$ cat src/design/icv_pkg.sv
`timescale 1ns / 1ps
// ----------------------------------------------------------------------------
// icv_pkg
// Shared types, constants and MOD-97 helpers for the IBAN checksum validator.
// ----------------------------------------------------------------------------
package icv_pkg;

    localparam int unsigned CHAR_W   = 8;
    localparam int unsigned LEN_W    = 6;
    localparam int unsigned REM_W    = 7;
    localparam int unsigned VAL_W    = 6;
    localparam int unsigned FOLD_W   = 14;
    localparam int unsigned CFG_IDX_W = 1;
    localparam int unsigned CFG_DATA_W = 6;

    localparam logic [FOLD_W-1:0] MOD_BASE    = 14'd97;
    // floor(2^16 / 97), quotient estimate is low by at most one
    localparam logic [9:0]        RECIP_97    = 10'd675;
    localparam logic [FOLD_W-1:0] DEC_BASE    = 14'd10;
    localparam logic [FOLD_W-1:0] DEC_BASE_SQ = 14'd100;

    localparam logic [LEN_W-1:0]  COUNT_MAX   = 6'd63;
    localparam logic [LEN_W-1:0]  HEAD_DEPTH  = 6'd4;
    localparam logic [LEN_W-1:0]  COUNTRY_LEN = 6'd2;
    localparam logic [LEN_W-1:0]  MIN_LEN_RST = 6'd15;
    localparam logic [LEN_W-1:0]  MAX_LEN_RST = 6'd34;
    localparam logic [REM_W-1:0]  REM_GOOD    = 7'd1;
    localparam logic [REM_W-1:0]  POW_ONE     = 7'd1;

    localparam logic [CHAR_W-1:0] CHR_SPACE   = 8'h20;
    localparam logic [CHAR_W-1:0] CHR_DASH    = 8'h2D;
    localparam logic [CHAR_W-1:0] CHR_ZERO    = 8'h30;
    localparam logic [CHAR_W-1:0] CHR_NINE    = 8'h39;
    localparam logic [CHAR_W-1:0] CHR_UP_A    = 8'h41;
    localparam logic [CHAR_W-1:0] CHR_UP_Z    = 8'h5A;
    localparam logic [CHAR_W-1:0] CHR_LO_A    = 8'h61;
    localparam logic [CHAR_W-1:0] CHR_LO_Z    = 8'h7A;
    localparam logic [VAL_W-1:0]  LETTER_OFS  = 6'd10;

    typedef enum logic [CFG_IDX_W-1:0] {
        CFG_MIN_LENGTH = 1'b0,
        CFG_MAX_LENGTH = 1'b1
    } t_cfg_idx;

    typedef enum logic [2:0] {
        ERR_NONE     = 3'd0,
        ERR_LENGTH   = 3'd1,
        ERR_COUNTRY  = 3'd2,
        ERR_ILLEGAL  = 3'd3,
        ERR_CHECKSUM = 3'd4
    } t_err_code;

    typedef struct packed {
        logic [CHAR_W-1:0] char_code;
        logic              last;
    } t_in_beat;

    typedef struct packed {
        logic              valid_res;
        logic [2:0]        error_code;
        logic [LEN_W-1:0]  kept_length;
    } t_out_beat;

    // end-of-string view of the accumulator
    typedef struct packed {
        logic [REM_W-1:0] rem;       // remainder of characters five onward
        logic [REM_W-1:0] pow;       // 10^(head digits) mod 97
        logic [REM_W-1:0] head_rem;  // remainder of the held head digits
        logic [LEN_W-1:0] kept_length;
        logic             country_bad;
        logic             illegal_seen;
    } t_snap;

    // x mod 97 for x below 2^14: reciprocal estimate plus one correction
    function automatic logic [REM_W-1:0] mod97(input logic [FOLD_W-1:0] x);
        logic [23:0]       prod;
        logic [7:0]        q;
        logic [FOLD_W-1:0] r;
        prod = 24'(x) * 24'(RECIP_97);
        q    = prod[23:16];
        r    = x - (14'(q) * MOD_BASE);
        if (r >= MOD_BASE) begin
            r = r - MOD_BASE;
        end
        return r[REM_W-1:0];
    endfunction

    // append one value as one decimal digit or two
    function automatic logic [REM_W-1:0] fold(input logic [REM_W-1:0] r,
                                              input logic [VAL_W-1:0] v,
                                              input logic            two_digit);
        logic [FOLD_W-1:0] x;
        if (two_digit) begin
            x = 14'(r) * DEC_BASE_SQ + 14'(v);
        end else begin
            x = 14'(r) * DEC_BASE + 14'(v);
        end
        return mod97(x);
    endfunction

endpackage

$ cat src/design/icv_string_acc.sv
`timescale 1ns / 1ps
// ----------------------------------------------------------------------------
// icv_string_acc
// Per-string accumulator: classifies one character, folds it into the
// running remainders and presents the updated string state.
// ----------------------------------------------------------------------------
module icv_string_acc
    import icv_pkg::*;
(
    input  logic     i_clk,
    input  logic     i_rst_n,
    input  logic     i_step,
    input  t_in_beat i_beat,
    output t_snap    o_snap
);

    logic [REM_W-1:0] r_rem, n_rem;
    logic [REM_W-1:0] r_pow, n_pow;
    logic [REM_W-1:0] r_head_rem, n_head_rem;
    logic [LEN_W-1:0] r_count, n_count;
    logic             r_country_bad, n_country_bad;
    logic             r_illegal, n_illegal;

    logic             is_sep;
    logic             is_digit;
    logic             is_upper;
    logic             is_lower;
    logic             is_letter;
    logic [VAL_W-1:0] val;
    logic [CHAR_W-1:0] c;

    assign c = i_beat.char_code;

    always_comb begin
        is_sep    = (c == CHR_SPACE) || (c == CHR_DASH);
        is_digit  = (c >= CHR_ZERO) && (c <= CHR_NINE);
        is_upper  = (c >= CHR_UP_A) && (c <= CHR_UP_Z);
        is_lower  = (c >= CHR_LO_A) && (c <= CHR_LO_Z);
        is_letter = is_upper || is_lower;

        if (is_digit) begin
            val = 6'(c - CHR_ZERO);
        end else if (is_upper) begin
            val = 6'(c - CHR_UP_A) + LETTER_OFS;
        end else if (is_lower) begin
            val = 6'(c - CHR_LO_A) + LETTER_OFS;
        end else begin
            val = '0;
        end

        n_rem         = r_rem;
        n_pow         = r_pow;
        n_head_rem    = r_head_rem;
        n_count       = r_count;
        n_country_bad = r_country_bad;
        n_illegal     = r_illegal;

        if (!is_sep) begin
            if (!is_digit && !is_letter) begin
                n_illegal = 1'b1;
            end
            if ((r_count < COUNTRY_LEN) && !is_letter) begin
                n_country_bad = 1'b1;
            end
            if (r_count < HEAD_DEPTH) begin
                // head folds even an illegal char, as digit zero
                n_head_rem = fold(r_head_rem, val, is_letter);
                n_pow      = fold(r_pow, '0, is_letter);
            end else if (is_digit || is_letter) begin
                n_rem = fold(r_rem, val, is_letter);
            end
            if (r_count != COUNT_MAX) begin
                n_count = r_count + 6'd1;
            end
        end
    end

    always_comb begin
        o_snap.rem          = n_rem;
        o_snap.pow          = n_pow;
        o_snap.head_rem     = n_head_rem;
        o_snap.kept_length  = n_count;
        o_snap.country_bad  = n_country_bad;
        o_snap.illegal_seen = n_illegal;
    end

    always_ff @(posedge i_clk) begin
        if (!i_rst_n || (i_step && i_beat.last)) begin
            r_rem         <= '0;
            r_pow         <= POW_ONE;
            r_head_rem    <= '0;
            r_count       <= '0;
            r_country_bad <= 1'b0;
            r_illegal     <= 1'b0;
        end else if (i_step) begin
            r_rem         <= n_rem;
            r_pow         <= n_pow;
            r_head_rem    <= n_head_rem;
            r_count       <= n_count;
            r_country_bad <= n_country_bad;
            r_illegal     <= n_illegal;
        end
    end

endmodule

$ cat src/design/iban_checksum_validator_core.sv
`timescale 1ns / 1ps
// ----------------------------------------------------------------------------
// iban_checksum_validator_core
// Streaming IBAN validator: MOD-97-10 check, length, country and character
// checks, one result beat per string.
// ----------------------------------------------------------------------------
// The block takes one ASCII character per input beat and accepts a beat in
// every cycle unless stalled. Spaces and dashes are dropped; others are kept
// and counted (saturating at 63). The first four kept characters are folded
// into a separate head remainder along with their digit weight, so the
// ISO 7064 rearrangement costs a single multiply-add at the end instead of
// refolding stored characters. A beat with last set closes the string and
// produces one result beat through its stages: input register, accumulator
// step, multiply-add of the head into the body remainder, then the final
// mod 97 and error priority (length, country, illegal char, checksum).
// The accumulator clears as the last beat is taken, so the next string may
// follow in the very next cycle. Ready to the input is combinational from
// the output ready through the four stage valids. min_length and max_length
// should only be written while no string is in flight.
// ----------------------------------------------------------------------------
module iban_checksum_validator_core
    import icv_pkg::*;
(
    input  logic                  i_clk,
    input  logic                  i_rst_n,
    // character beats
    input  logic                  i_in_valid,
    output logic                  o_in_ready,
    input  t_in_beat              i_in_beat,
    // result beats
    output logic                  o_out_valid,
    input  logic                  i_out_ready,
    output t_out_beat             o_out_beat,
    // register writes
    input  logic                  i_cfg_we,
    input  logic [CFG_IDX_W-1:0]  i_cfg_idx,
    input  logic [CFG_DATA_W-1:0] i_cfg_data
);

    // config registers
    logic [LEN_W-1:0] r_min_len;
    logic [LEN_W-1:0] r_max_len;

    // input register
    logic     r_in_valid;
    t_in_beat r_in_beat;

    // end-of-string snapshot
    logic  r_snap_valid;
    t_snap r_snap;
    t_snap acc_snap;

    // head weighting stage
    logic              r_prod_valid;
    logic [FOLD_W-1:0] r_prod;
    t_err_code         r_pre_err;
    logic [LEN_W-1:0]  r_prod_len;
    logic [FOLD_W-1:0] n_prod;
    t_err_code         n_pre_err;

    // result register
    logic      r_out_valid;
    t_out_beat r_out_beat;
    t_out_beat n_out_beat;

    logic      out_free;
    logic      prod_free;
    logic      snap_free;
    logic      step;
    logic [REM_W-1:0] final_rem;
    t_err_code final_err;

    // stall chain, each stage loads when the one after it can move
    assign out_free  = !r_out_valid  || i_out_ready;
    assign prod_free = !r_prod_valid || out_free;
    assign snap_free = !r_snap_valid || prod_free;
    assign o_in_ready = !r_in_valid  || snap_free;
    assign step = r_in_valid && snap_free;

    // ---- config ----
    always_ff @(posedge i_clk) begin
        if (!i_rst_n) begin
            r_min_len <= MIN_LEN_RST;
            r_max_len <= MAX_LEN_RST;
        end else if (i_cfg_we) begin
            case (i_cfg_idx)
                CFG_MIN_LENGTH: r_min_len <= i_cfg_data[LEN_W-1:0];
                CFG_MAX_LENGTH: r_max_len <= i_cfg_data[LEN_W-1:0];
                default: ;
            endcase
        end
    end

    // ---- input register ----
    always_ff @(posedge i_clk) begin
        if (!i_rst_n) begin
            r_in_valid <= 1'b0;
        end else if (o_in_ready) begin
            r_in_valid <= i_in_valid;
        end
    end

    always_ff @(posedge i_clk) begin
        if (o_in_ready && i_in_valid) begin
            r_in_beat <= i_in_beat;
        end
    end

    // ---- per-character accumulator ----
    icv_string_acc u_acc (
        .i_clk   (i_clk),
        .i_rst_n (i_rst_n),
        .i_step  (step),
        .i_beat  (r_in_beat),
        .o_snap  (acc_snap)
    );

    // only a last beat hands a string to the back end
    always_ff @(posedge i_clk) begin
        if (!i_rst_n) begin
            r_snap_valid <= 1'b0;
        end else if (snap_free) begin
            r_snap_valid <= step && r_in_beat.last;
        end
    end

    always_ff @(posedge i_clk) begin
        if (step && r_in_beat.last) begin
            r_snap <= acc_snap;
        end
    end

    // ---- head moved behind body: rem * 10^k + head ----
    always_comb begin
        n_prod = 14'(r_snap.rem) * 14'(r_snap.pow) + 14'(r_snap.head_rem);
        if ((r_snap.kept_length < r_min_len) || (r_snap.kept_length > r_max_len)) begin
            n_pre_err = ERR_LENGTH;
        end else if (r_snap.country_bad || (r_snap.kept_length < COUNTRY_LEN)) begin
            n_pre_err = ERR_COUNTRY;
        end else if (r_snap.illegal_seen) begin
            n_pre_err = ERR_ILLEGAL;
        end else begin
            n_pre_err = ERR_NONE;
        end
    end

    always_ff @(posedge i_clk) begin
        if (!i_rst_n) begin
            r_prod_valid <= 1'b0;
        end else if (prod_free) begin
            r_prod_valid <= r_snap_valid;
        end
    end

    always_ff @(posedge i_clk) begin
        if (prod_free && r_snap_valid) begin
            r_prod     <= n_prod;
            r_pre_err  <= n_pre_err;
            r_prod_len <= r_snap.kept_length;
        end
    end

    // ---- final reduction and error priority ----
    always_comb begin
        final_rem = mod97(r_prod);
        if (r_pre_err != ERR_NONE) begin
            final_err = r_pre_err;
        end else if (final_rem != REM_GOOD) begin
            final_err = ERR_CHECKSUM;
        end else begin
            final_err = ERR_NONE;
        end
        n_out_beat.valid_res   = (final_err == ERR_NONE);
        n_out_beat.error_code  = 3'(final_err);
        n_out_beat.kept_length = r_prod_len;
    end

    always_ff @(posedge i_clk) begin
        if (!i_rst_n) begin
            r_out_valid <= 1'b0;
        end else if (out_free) begin
            r_out_valid <= r_prod_valid;
        end
    end

    always_ff @(posedge i_clk) begin
        if (out_free && r_prod_valid) begin
            r_out_beat <= n_out_beat;
        end
    end

    assign o_out_valid = r_out_valid;
    assign o_out_beat  = r_out_beat;

endmodule

$ cat config.mk
export PLATFORM = sky130hd
export DESIGN_NAME = iban_checksum_validator_core
export DESIGN_NICKNAME = d
export VERILOG_FILES = /design/src/design/icv_pkg.sv /design/src/design/icv_string_acc.sv /design/src/design/iban_checksum_validator_core.sv
export SDC_FILE = /design/constraint.sdc
export NUM_CORES = 1
export LEC_CHECK = 0
export BUFFER_PORTS_ARGS = -buffer_cell sky130_fd_sc_hd__buf_2
export CAP_MARGIN = 10
export CORE_MARGIN = 3
export CORE_UTILIZATION = 45
export DETAILED_ROUTE_END_ITERATION = 8
export GPL_ROUTABILITY_DRIVEN = 1
export HOLD_SLACK_MARGIN = 0.02
export PLACE_DENSITY = 0.65
export SETUP_SLACK_MARGIN = 0.2
export SLEW_MARGIN = 20
export SYNTH_ARGS = -nofsm -noshare
export SYNTH_HDL_FRONTEND = slang
export SYNTH_SLANG_ARGS = --single-unit
$ cat constraint.sdc
create_clock -name i_clk -period 36.6 [get_ports i_clk]
set_input_delay 5.49 -clock i_clk [delete_from_list [all_inputs] [get_ports i_clk]]
set_output_delay 5.49 -clock i_clk [all_outputs]
set_load 0.1 [all_outputs]
==> impl_metrics.prom <==
# TYPE chip_impl_metric gauge
chip_impl_info{name="crit_path_start_kind",value="register"} 1
chip_impl_metric{name="asyncSetResetFlopFracSynth",unit="%"} 0
chip_impl_info{name="setup_repair_after_global_routing_missed_its_margin",value="no"} 1
chip_impl_metric{name="global_route.overflow_total",unit=""} 0
chip_impl_info{name="regToRegEndpoint",value="r_snap[9]$_DFFE_PP_"} 1
chip_impl_info{name="cp_capture_type",value="register"} 1
chip_impl_metric{name="yosys_register_bits",unit=""} 115
chip_impl_info{name="worstHoldPathType",value="reg2reg"} 1
chip_impl_metric{name="max_cap_violations",unit=""} 0
chip_impl_metric{name="nets",unit=""} 3554
chip_impl_metric{name="setup.reg_to_reg.worst_slack",unit="ns"} 23.22
chip_impl_metric{name="antenna_violating_nets_post_route",unit=""} 0
chip_impl_metric{name="worst_path_largest_cell_delay",unit="ns"} 0.65
chip_impl_metric{name="timing.max_slew.rel_slack",unit="%"} 31.5
chip_impl_metric{name="maximum_clock_path_buffer_count",unit=""} 2
chip_impl_metric{name="postCtsHoldBufs",unit=""} 0
chip_impl_metric{name="number_of_unique_standard_cell_types_used_by_synthesis",unit=""} 93
chip_impl_metric{name="post_synthesis_instance_area",unit="um2"} 24100
chip_impl_metric{name="area_delta_synth_final",unit="%"} 6.55
chip_impl_metric{name="synth_warnings",unit=""} 0
chip_impl_metric{name="worst-path-buf-inv",unit=""} 6
chip_impl_metric{name="route.vias.total",unit=""} 17700
chip_impl_info{name="critical_path.reg2reg.startpoint",value="r_in_beat[2]$_DFFE_PP_"} 1
chip_impl_info{name="min_delay_worst_endpoint",value="o_out_beat[3]$_DFFE_PP_"} 1
chip_impl_metric{name="placedInstanceArea",unit="um2"} 25000
chip_impl_info{name="synthFlopType",value="edfxtp_1"} 1
chip_impl_metric{name="start_util",unit="%"} 45.7
chip_impl_info{name="outcome",value="finished clean"} 1
chip_impl_metric{name="final_max_slew_viol_count",unit=""} 0
chip_impl_metric{name="fp.dieArea",unit="um2"} 56300
chip_impl_metric{name="fp.dieH",unit="um"} 237
chip_impl_metric{name="n_antenna_cell",unit=""} 0
chip_impl_metric{name="rows",unit=""} 84
chip_impl_metric{name="timing.final.setup_violations",unit=""} 0
chip_impl_metric{name="dr.pass1.iters",unit=""} 5
chip_impl_metric{name="clock_sinks",unit=""} 115
chip_impl_metric{name="max_slew.worst_pin.slew",unit="ns"} 1.03
chip_impl_metric{name="post-route-drc-count",unit=""} 0
chip_impl_metric{name="dieWidth",unit="um"} 237
chip_impl_metric{name="ratio_of_final_minimum_period_to_clock_period",unit="%"} 36.5
chip_impl_metric{name="detailed_place_hpwl",unit="mm"} 43.0
chip_impl_metric{name="post_cts_buffers",unit=""} 0
chip_impl_metric{name="clk_pin_slew_worst_paths",unit="ns"} 0.06
chip_impl_metric{name="finalClockSkew",unit="ns"} 0.0155
chip_impl_metric{name="route.final.wire_length",unit="mm"} 49.5
chip_impl_info{name="worst_path_dominant_cell_family",value="adder cells"} 1
chip_impl_metric{name="synth_enable_flop_cells",unit=""} 70
chip_impl_metric{name="cts_inserted_buffers",unit=""} 17
chip_impl_metric{name="track_usage",unit="%"} 18.1
chip_impl_metric{name="numPortBuffers",unit=""} 32
chip_impl_metric{name="synth_area_per_cell",unit="um2"} 8.97
chip_impl_metric{name="viasPerCell",unit=""} 5.19
chip_impl_metric{name="syn-num-nets",unit=""} 3526
chip_impl_metric{name="clk_latency",unit="ns"} 0.43
chip_impl_metric{name="first_global_vias",unit=""} 18300
chip_impl_info{name="leading_cell_types_in_the_layout_fill_and_taps_excluded",value="ha_1 (640), inv_1 (580), fa_1 (179)"} 1
chip_impl_metric{name="worst-r2r-cell-count",unit=""} 46
chip_impl_metric{name="detail_route.wl_per_cell",unit="um"} 14.5
chip_impl_info{name="slowest_stage",value="a2111oi_0"} 1
chip_impl_metric{name="fin_worst_hold_slack",unit="ns"} 0.413
chip_impl_metric{name="grt_first_pass_wirelength",unit="mm"} 86.2
chip_impl_info{name="cts_tree",value="built"} 1
chip_impl_metric{name="tns",unit="ns"} 0
chip_impl_info{name="class_of_the_most_critical_setup_path",value="reg2reg"} 1
chip_impl_metric{name="fill_cells",unit=""} 5002
chip_impl_info{name="root_buffer_master",value="clkbuf_16"} 1
chip_impl_info{name="mostFrequentLayoutCell",value="ha_1"} 1
chip_impl_metric{name="grt_start_max_net_pins",unit=""} 59
chip_impl_metric{name="crit_fanout",unit=""} 58
chip_impl_metric{name="clock.fmax",unit="GHz"} 0.0748
chip_impl_metric{name="finalHoldViolations",unit=""} 0
chip_impl_metric{name="floorplan.core_area",unit="um2"} 52800
chip_impl_metric{name="layout-drive-gt1-share",unit="%"} 4.11
chip_impl_metric{name="design.portCount",unit=""} 33
chip_impl_metric{name="globalplace.congestion",unit=""} 0.849
chip_impl_info{name="min_from",value="r_prod_len[3]$_DFFE_PP_"} 1
chip_impl_metric{name="final_period_minus_worst_setup_slack",unit="ns"} 13.38
chip_impl_metric{name="h-tree-depth",unit=""} 4
chip_impl_metric{name="post_cts.resized_instances",unit=""} 0
chip_impl_metric{name="fin_ws",unit="ns"} 23.22
chip_impl_metric{name="hold_depth",unit=""} 0
chip_impl_metric{name="place_ws",unit="ns"} 22.88
chip_impl_info{name="crit_top_cell",value="ha_1"} 1
chip_impl_metric{name="detailed_route_iter0_violations",unit=""} 590
chip_impl_metric{name="critPathArrivalTime",unit="ns"} 13.52
chip_impl_metric{name="synth_sequential_area_ratio",unit="%"} 12.5
chip_impl_metric{name="final_design_area_no_fill",unit="um2"} 25700
chip_impl_metric{name="netlist_instances",unit=""} 2686
chip_impl_metric{name="number_of_antenna_violations_at_the_first_check_in_global_routing",unit=""} 0
chip_impl_metric{name="worst-endpoint-required",unit="ns"} 36.74
==> layout make-up <==
type / count / area, um2 / area share [%]
Multi-Input combinational cell: 1958 / 18800 / 73.2
Sequential cell: 115 / 3000 / 11.7
Inverter: 582 / 2180 / 8.51
Tap cell: 688 / 861 / 3.35
Clock buffer: 18 / 429 / 1.67
Timing Repair Buffer: 40 / 220 / 0.858
Clock inverter: 14 / 171 / 0.668
==> kinds of logic after synthesis <==
logic type | count (synthesis) | share of synthesized area, %
adders and majority gates | 819 | 48.1
AOI/OAI and AO/OA | 456 | 12.5
xor gates and xnor gates | 163 | 6.02
muxes | 15 | 0.644
DFF | 115 | 12.5
and+or+nand+nor | 505 | 10.6
buffers and inverters | 613 | 9.63
==> layer usage <==
| metal | vias up | wire length, um | global-route usage [%] |
|---|---|---|---|
| li1 | 9080 | - | - |
| met1 | 8435 | 23400 | 23.7 |
| met2 | 163 | 24800 | 33.3 |
| met3 | 36 | 748 | 1.26 |
| met4 | 0 | 603 | 3.10 |
| met5 | - | 0 | 0 |
==> cells in the mapped netlist (4+ instances only) <==
library cell    n  area, um2
or3_1          12       75.1
a21oi_1       130        651
nand2_1       144        541
o21a_1         30        225
nand4b_1        4       35.0
mux2_2          4       45.0
a21boi_1        4       30.0
a211oi_1       11       82.6
a21o_1         51        383
nand4_1        11       68.8
nand2b_1       26        163
and3_1          8       50.1
nor2b_1        40        250
o21ai_1        25        125
nand3_1        42        210
o31ai_1         5       37.5
o211ai_1       13       97.6
nor3_1         30        150
edfxtp_1       70       2100
nor2_1         92        345
or2_2           6       37.5
nor4_1          7       43.8
mux2i_1        11        110
a2111oi_0       5       43.8
o21ai_0        81        405
ha_1          640       8010
inv_1         581       2180
a31oi_1        13       81.3
a211o_1         4       35.0
a21boi_0       14        105
o211a_1         6       60.1
fa_1          179       3580
dfxtp_1        45        901
clkbuf_1       25       93.8
and2_1         44        275
xnor2_1       110        963
xor2_1         51        447
nor3b_1        10       75.1
o21bai_1       12       90.1
nand3b_1        9       67.6
==> flip-flops by register name, summed over array words and instances (netlist names) <==
signal	flops
r_snap_valid	1
r_snap	29
o_out_valid	1
u_acc.r_head_rem	7
u_acc.r_country_bad	1
r_min_len	6
o_out_beat	10
r_max_len	6
u_acc.r_count	6
r_prod_len	6
r_in_beat	9
u_acc.r_illegal	1
r_in_valid	1
r_prod	14
u_acc.r_pow	7
u_acc.r_rem	7
r_pre_err	2
r_prod_valid	1
==> per-stage QoR <==
| step | utilization, % | std cells |
|---|---|---|
| final | 48.7 | 3415 |
| after global routing | 48.7 | 3415 |
| after CTS | 48.6 | 3415 |
| after detailed placement | 47.5 | 3383 |
| after global placement | 47.5 | 3383 |
| after floorplan | - | 2686 |
==> worst max-delay path by stage <==
stage | from | to | slack (ns) | depth (start not counted)
after global routing | r_in_beat[2]$_DFFE_PP_ | r_snap[24]$_DFFE_PP_ | 22.00 | 50
after global placement | r_in_beat[2]$_DFFE_PP_ | r_snap[9]$_DFFE_PP_ | 23.30 | 49
after floorplan | i_out_ready | o_in_ready | 24.50 | 3
after detailed placement | r_in_beat[2]$_DFFE_PP_ | r_snap[24]$_DFFE_PP_ | 22.88 | 50
after CTS | r_in_beat[2]$_DFFE_PP_ | r_snap[24]$_DFFE_PP_ | 22.84 | 50
final | r_in_beat[2]$_DFFE_PP_ | r_snap[9]$_DFFE_PP_ | 23.22 | 46
Power is left out: the tool's default activity adds up to more than one toggle a clock period on the data nets, which glitch-free logic cannot reach.
